$ cat config.mk
export PLATFORM = sky130hd
export DESIGN_NAME = gcm_front
export DESIGN_NICKNAME = d
export VERILOG_FILES = /design/src/rtl/core/gcm_pkg.sv /design/src/rtl/core/gcm_front.sv
export SDC_FILE = /design/constraint.sdc
export NUM_CORES = 1
export LEC_CHECK = 0
export ABC_AREA = 1
export BUFFER_PORTS_ARGS = -buffer_cell sky130_fd_sc_hd__buf_2
export CORE_AREA = 2 2 258 260
export DETAILED_ROUTE_END_ITERATION = 12
export DIE_AREA = 0 0 260 262
export PLACE_DENSITY = 0.64
export SLEW_MARGIN = 30
export SYNTH_ARGS = -nofsm -noshare
export SYNTH_HDL_FRONTEND = slang
export SYNTH_SLANG_ARGS = --single-unit
$ cat constraint.sdc
create_clock -name clk_i -period 18.15 [get_ports clk_i]
set_clock_uncertainty 0.15 [all_clocks]
set_input_delay 5.445 -clock clk_i [delete_from_list [all_inputs] [get_ports clk_i]]
set_output_delay 5.445 -clock clk_i [all_outputs]
set_load 0.05 [all_outputs]
$ cat src/rtl/core/gcm_pkg.sv
// Package for the GCM mode core: command codes, register indexes and shared types.
// Used by every module in rtl/core; depends on nothing.
package gcm_pkg;

  typedef enum logic [2:0] {
    CmdStart     = 3'd0,
    CmdAad       = 3'd1,
    CmdEncrypt   = 3'd2,
    CmdDecrypt   = 3'd3,
    CmdFinishEnc = 3'd4,
    CmdFinishDec = 3'd5,
    CmdRsvd6     = 3'd6,
    CmdRsvd7     = 3'd7
  } cmd_e;

  typedef enum logic [2:0] {
    RegKeyHi = 3'd0,
    RegKeyLo = 3'd1,
    RegPreHi = 3'd2,
    RegPreLo = 3'd3,
    RegTagBytes = 3'd4
  } reg_e;

  localparam int unsigned BlockBits = 128;
  localparam int unsigned QueueDepth = 2;

  // Classified request as it travels from the front part to the back part.
  typedef struct packed {
    cmd_e         cmd;
    logic [127:0] data;
    logic [127:0] stream;
    logic [127:0] mask;
    logic [4:0]   nbytes;
  } req_t;

  typedef struct packed {
    logic [127:0] result;
    logic [31:0]  next_counter;
    logic         tag_match;
  } rsp_t;

  // Mask that keeps the leading n bytes of a big-endian 128-bit block.
  function automatic logic [127:0] lead_mask(input logic [4:0] n);
    logic [127:0] m;
    m = '0;
    for (int i = 0; i < 16; i++) begin
      if (5'(i) < n) m[127 - 8*i -: 8] = 8'hFF;
    end
    return m;
  endfunction

  // One full GF(2^128) product with GCM bit order.
  function automatic logic [127:0] gf_mult(input logic [127:0] x, input logic [127:0] h);
    logic [127:0] z;
    logic [127:0] v;
    z = '0;
    v = h;
    for (int i = 0; i < 128; i++) begin
      if (x[127 - i]) z = z ^ v;
      v = v[0] ? ((v >> 1) ^ {8'hE1, 120'd0}) : (v >> 1);
    end
    return z;
  endfunction

endpackage

$ cat src/rtl/core/gcm_front.sv
// Front part of the GCM core: accepts requests, clamps the byte count and builds masks.
// Depends on gcm_pkg.
module gcm_front (
  input  logic            clk_i,
  input  logic            rst_ni,
  input  logic            push,
  output logic            full,
  input  logic [2:0]      command_i,
  input  logic [63:0]     block_hi_i,
  input  logic [63:0]     block_lo_i,
  input  logic [63:0]     stream_hi_i,
  input  logic [63:0]     stream_lo_i,
  input  logic [4:0]      valid_bytes_i,
  output logic            req_valid_o,
  output gcm_pkg::req_t   req_o,
  input  logic            req_ready_i
);
  import gcm_pkg::*;

  localparam int unsigned PtrBits = $clog2(QueueDepth);

  req_t                 fifo_q [QueueDepth];
  logic [PtrBits-1:0]   wr_ptr_q, wr_ptr_d, rd_ptr_q, rd_ptr_d;
  logic [PtrBits:0]     count_q, count_d;
  logic [4:0]           nb;
  req_t                 req_in;
  logic                 do_wr, do_rd;

  always_comb begin
    nb = valid_bytes_i;
    if (nb == 5'd0) nb = 5'd1;
    if (nb > 5'd16) nb = 5'd16;
    req_in.cmd    = cmd_e'(command_i);
    req_in.data   = {block_hi_i, block_lo_i};
    req_in.stream = {stream_hi_i, stream_lo_i};
    req_in.mask   = lead_mask(nb);
    req_in.nbytes = nb;
  end

  assign full        = (count_q == (PtrBits+1)'(QueueDepth));
  assign do_wr       = push && !full;
  assign req_valid_o = (count_q != '0);
  assign do_rd       = req_valid_o && req_ready_i;
  assign req_o       = fifo_q[rd_ptr_q];

  always_comb begin
    wr_ptr_d = do_wr ? wr_ptr_q + 1'b1 : wr_ptr_q;
    rd_ptr_d = do_rd ? rd_ptr_q + 1'b1 : rd_ptr_q;
    count_d  = count_q + (PtrBits+1)'(do_wr) - (PtrBits+1)'(do_rd);
  end

  always_ff @(posedge clk_i or negedge rst_ni) begin
    if (!rst_ni) begin
      wr_ptr_q <= '0;
      rd_ptr_q <= '0;
      count_q  <= '0;
    end else begin
      wr_ptr_q <= wr_ptr_d;
      rd_ptr_q <= rd_ptr_d;
      count_q  <= count_d;
    end
  end

  always_ff @(posedge clk_i) begin
    if (do_wr) fifo_q[wr_ptr_q] <= req_in;
  end

`ifndef SYNTHESIS
  a_no_overflow: assert property (@(posedge clk_i) disable iff (!rst_ni)
    count_q <= (PtrBits+1)'(QueueDepth)) else $error("request queue overflow");
  a_count_step: assert property (@(posedge clk_i) disable iff (!rst_ni)
    (do_wr && !do_rd) |=> count_q == $past(count_q) + 1'b1) else $error("count step");
  a_read_nonempty: assert property (@(posedge clk_i) disable iff (!rst_ni)
    do_rd |-> count_q != '0) else $error("read from empty queue");
`endif
endmodule

==> run metrics <==
status=complete, no violations; Hold/Removal Path Class=reg -> reg; routability cong.=0.840; DR vias=13,600; Max Slew Vio Count=0; fin crit period=9.89 ns; global-route wire length before repair=74,700 um; Mapped Area=21,600 um2; Critical Path RT=12.56 ns; DR WL/cell=16.7 um; Critical R2R Capture=fifo_q[1][191]; CP max FO=148; RSZ-0062 raised after global routing=no; Critical Path, Cell by Cell=inv_8 -> buf_4 -> buf_4 -> nand2_1 -> nand2_1 -> buf_2; hold path startpoint=count_q[1]; syn avg cell area=13.2 um2; Initial Util=33.2%; Max Freq=101 MHz; root buf cell=clkbuf_16; Hold Crit Endpoint=count_q[1]; Tcrit/Tclk final=54.5%; Post-layout nets=2,468; synth warn=0; Filler cells=6,052; Core ar.=65,300 um2; Worst-Skew Late Latency=0.60 ns; Rows=94; final WL=52,000 um; register bit count reported by yosys=562; io pins=662; slew margin rel.=34.5%; Final WS setup=8.26 ns; crit path launch type=register; R2R setup slack=14.66 ns; post-route ant nets=0; Util after Layout=41.3%; vias in the first global route=13,100; post-CTS setup buffers=0; Netlist cell types=22; Die Ht=262 um; Clock transition at path regs=0.06 ns; Slowest cell on crit path=buf_4; measured slew at the worst slew-check pin=0.982 ns; Area growth syn-to-layout=24.5%; max-cap violations=0; DR vias/cell=4.36; largest net degree at the start of global routing=156; Post-Place Worst Slack=8.73 ns; initial DRC count=782; CTS Hold Bufs=0; critical path class=reg -> out; Die Width=260 um; CP Capture Type=output pin; global route total overflow=0; Largest stage delay, worst path=0.76 ns; Post-DP HPWL=35,200 um; Die Footprint=68,100 um2; Final Hold Viols=0; fraction of layout cells with a size suffix above 1=34.5%; # resized after CTS=0; Post-route DRC=0; initial antenna violation count=9; RR Startpoint=count_q[1]; total CTS buffers=58; sequential share of the synthesized area=77.9%; critical path arrival=4.30 ns; CTS tree=done; GRT Total Usage=14.2%; cell count after synthesis=1,638; clk sink count=562; First-pass DRT Iterations=5; hold path depth=2; Setup Viol. Count Final=0; R2R depth=6; Bufs on Longest Clock Path=3; H-tree level count=2; IO buf count=661
==> how the worst max path moves through the flow <==
stage	from	end	slack, ns	cells after the start
6_report	rd_ptr_q	req_o[61]	8.26	6
5_1_grt	rd_ptr_q	req_o[61]	7.88	6
3_3_place_gp	rd_ptr_q	req_o[61]	8.75	6
3_5_place_dp	rd_ptr_q	req_o[61]	8.73	6
4_1_cts	rd_ptr_q	req_o[61]	8.06	6
2_1_floorplan	push	fifo_q[0][0]	-0.002	2
==> final cells by class <==
| class | instances | area (um2) | area share, % |
|---|---|---|---|
| tap | 864 | 1080 | 4.01 |
| antenna | 5 | 12.5 | 0.0465 |
| clock inverter | 41 | 498 | 1.85 |
| sequential | 562 | 16900 | 62.6 |
| multi-input combinational | 885 | 3410 | 12.6 |
| inverter | 16 | 67.6 | 0.251 |
| clock buffer | 68 | 1530 | 5.68 |
| timing repair buffer | 675 | 3480 | 12.9 |
==> cell usage after synthesis <==
cell      number  area [um2]
nand2_1      848        3180
nand4_1        1        6.26
xor2_1         3        26.3
conb_1         1        3.75
nand3_1        2        10.0
buf_2         18        90.1
xnor2_1        1        8.76
a21oi_1        6        30.0
o21bai_1       1        7.51
clkbuf_1       7        26.3
buf_4        129         968
ha_1           2        25.0
inv_4          1        6.26
nor3_1         2        10.0
buf_6         22         248
nor2_4         1        11.3
nor2_1        14        52.6
dfrtp_1        4         100
o21ai_2        1        8.76
edfxtp_1     558       16800
inv_1         15        56.3
o21ai_0        1        5.00
==> critical path: cells and delay by family (launching register included) <==
kind | cells | cell delay (ns)
buffers and inverters | 4 | 2.42
DFF | 1 | 0.71
and+or+nand+nor | 2 | 0.46
==> registers in the layout, summed over array words and instances, names as in the netlist <==
register	count
count_q	2
rd_ptr_q	1
fifo_q	558
wr_ptr_q	1
==> cell families (layout without fill, tap and decap cells) <==
kind of cell / count (synthesis) / in the layout / synth area share, %
simple gates: 868 / 868 / 15.1
buf+inv: 192 / 800 / 6.45
other cells: 1 / 7 / 0.0173
flops: 562 / 562 / 77.9
fa+ha+maj: 2 / 2 / 0.116
compound gates: 9 / 9 / 0.237
xor+xnor: 4 / 4 / 0.162
==> per-layer routing <==
layer	global-route usage [%]	share of wire (%)	up-vias	routed length, um
met4	4.53	2.2	8	1140
met3	4.48	8.6	85	4480
met1	15.6	36	6476	18900
li1	-	-	6509	-
met5	0	0.090	-	47
met2	26.0	53	500	27400
==> cell usage in the layout (no fill, tap or decap), drive strengths merged <==
cell      count
o21ai         2
nand3         2
nor3          2
dfrtp         4
buf         675
edfxtp      558
nand2       848
a21oi         6
nand4         1
o21bai        1
clkinv       23
diode         5
clkbuf       68
ha            2
nor2         15
conb          2
clkinvlp      1
xor2          3
xnor2         1
bufinv       10
inv          23
==> through the flow <==
step	instances	hold WS (ns)	TNS, ns	area, um2
detailed placement	3000	0.370	0	24800
floorplan	1639	0.316	-0.937	21600
CTS	3109	0.384	0	26900
global placement	3000	0.330	0	24800
finish	3116	0.379	0	26900
global route	3113	0.406	0	26900
Power is left out: the tool's default activity adds up to more than one toggle a clock period on the data nets, which glitch-free logic cannot reach.
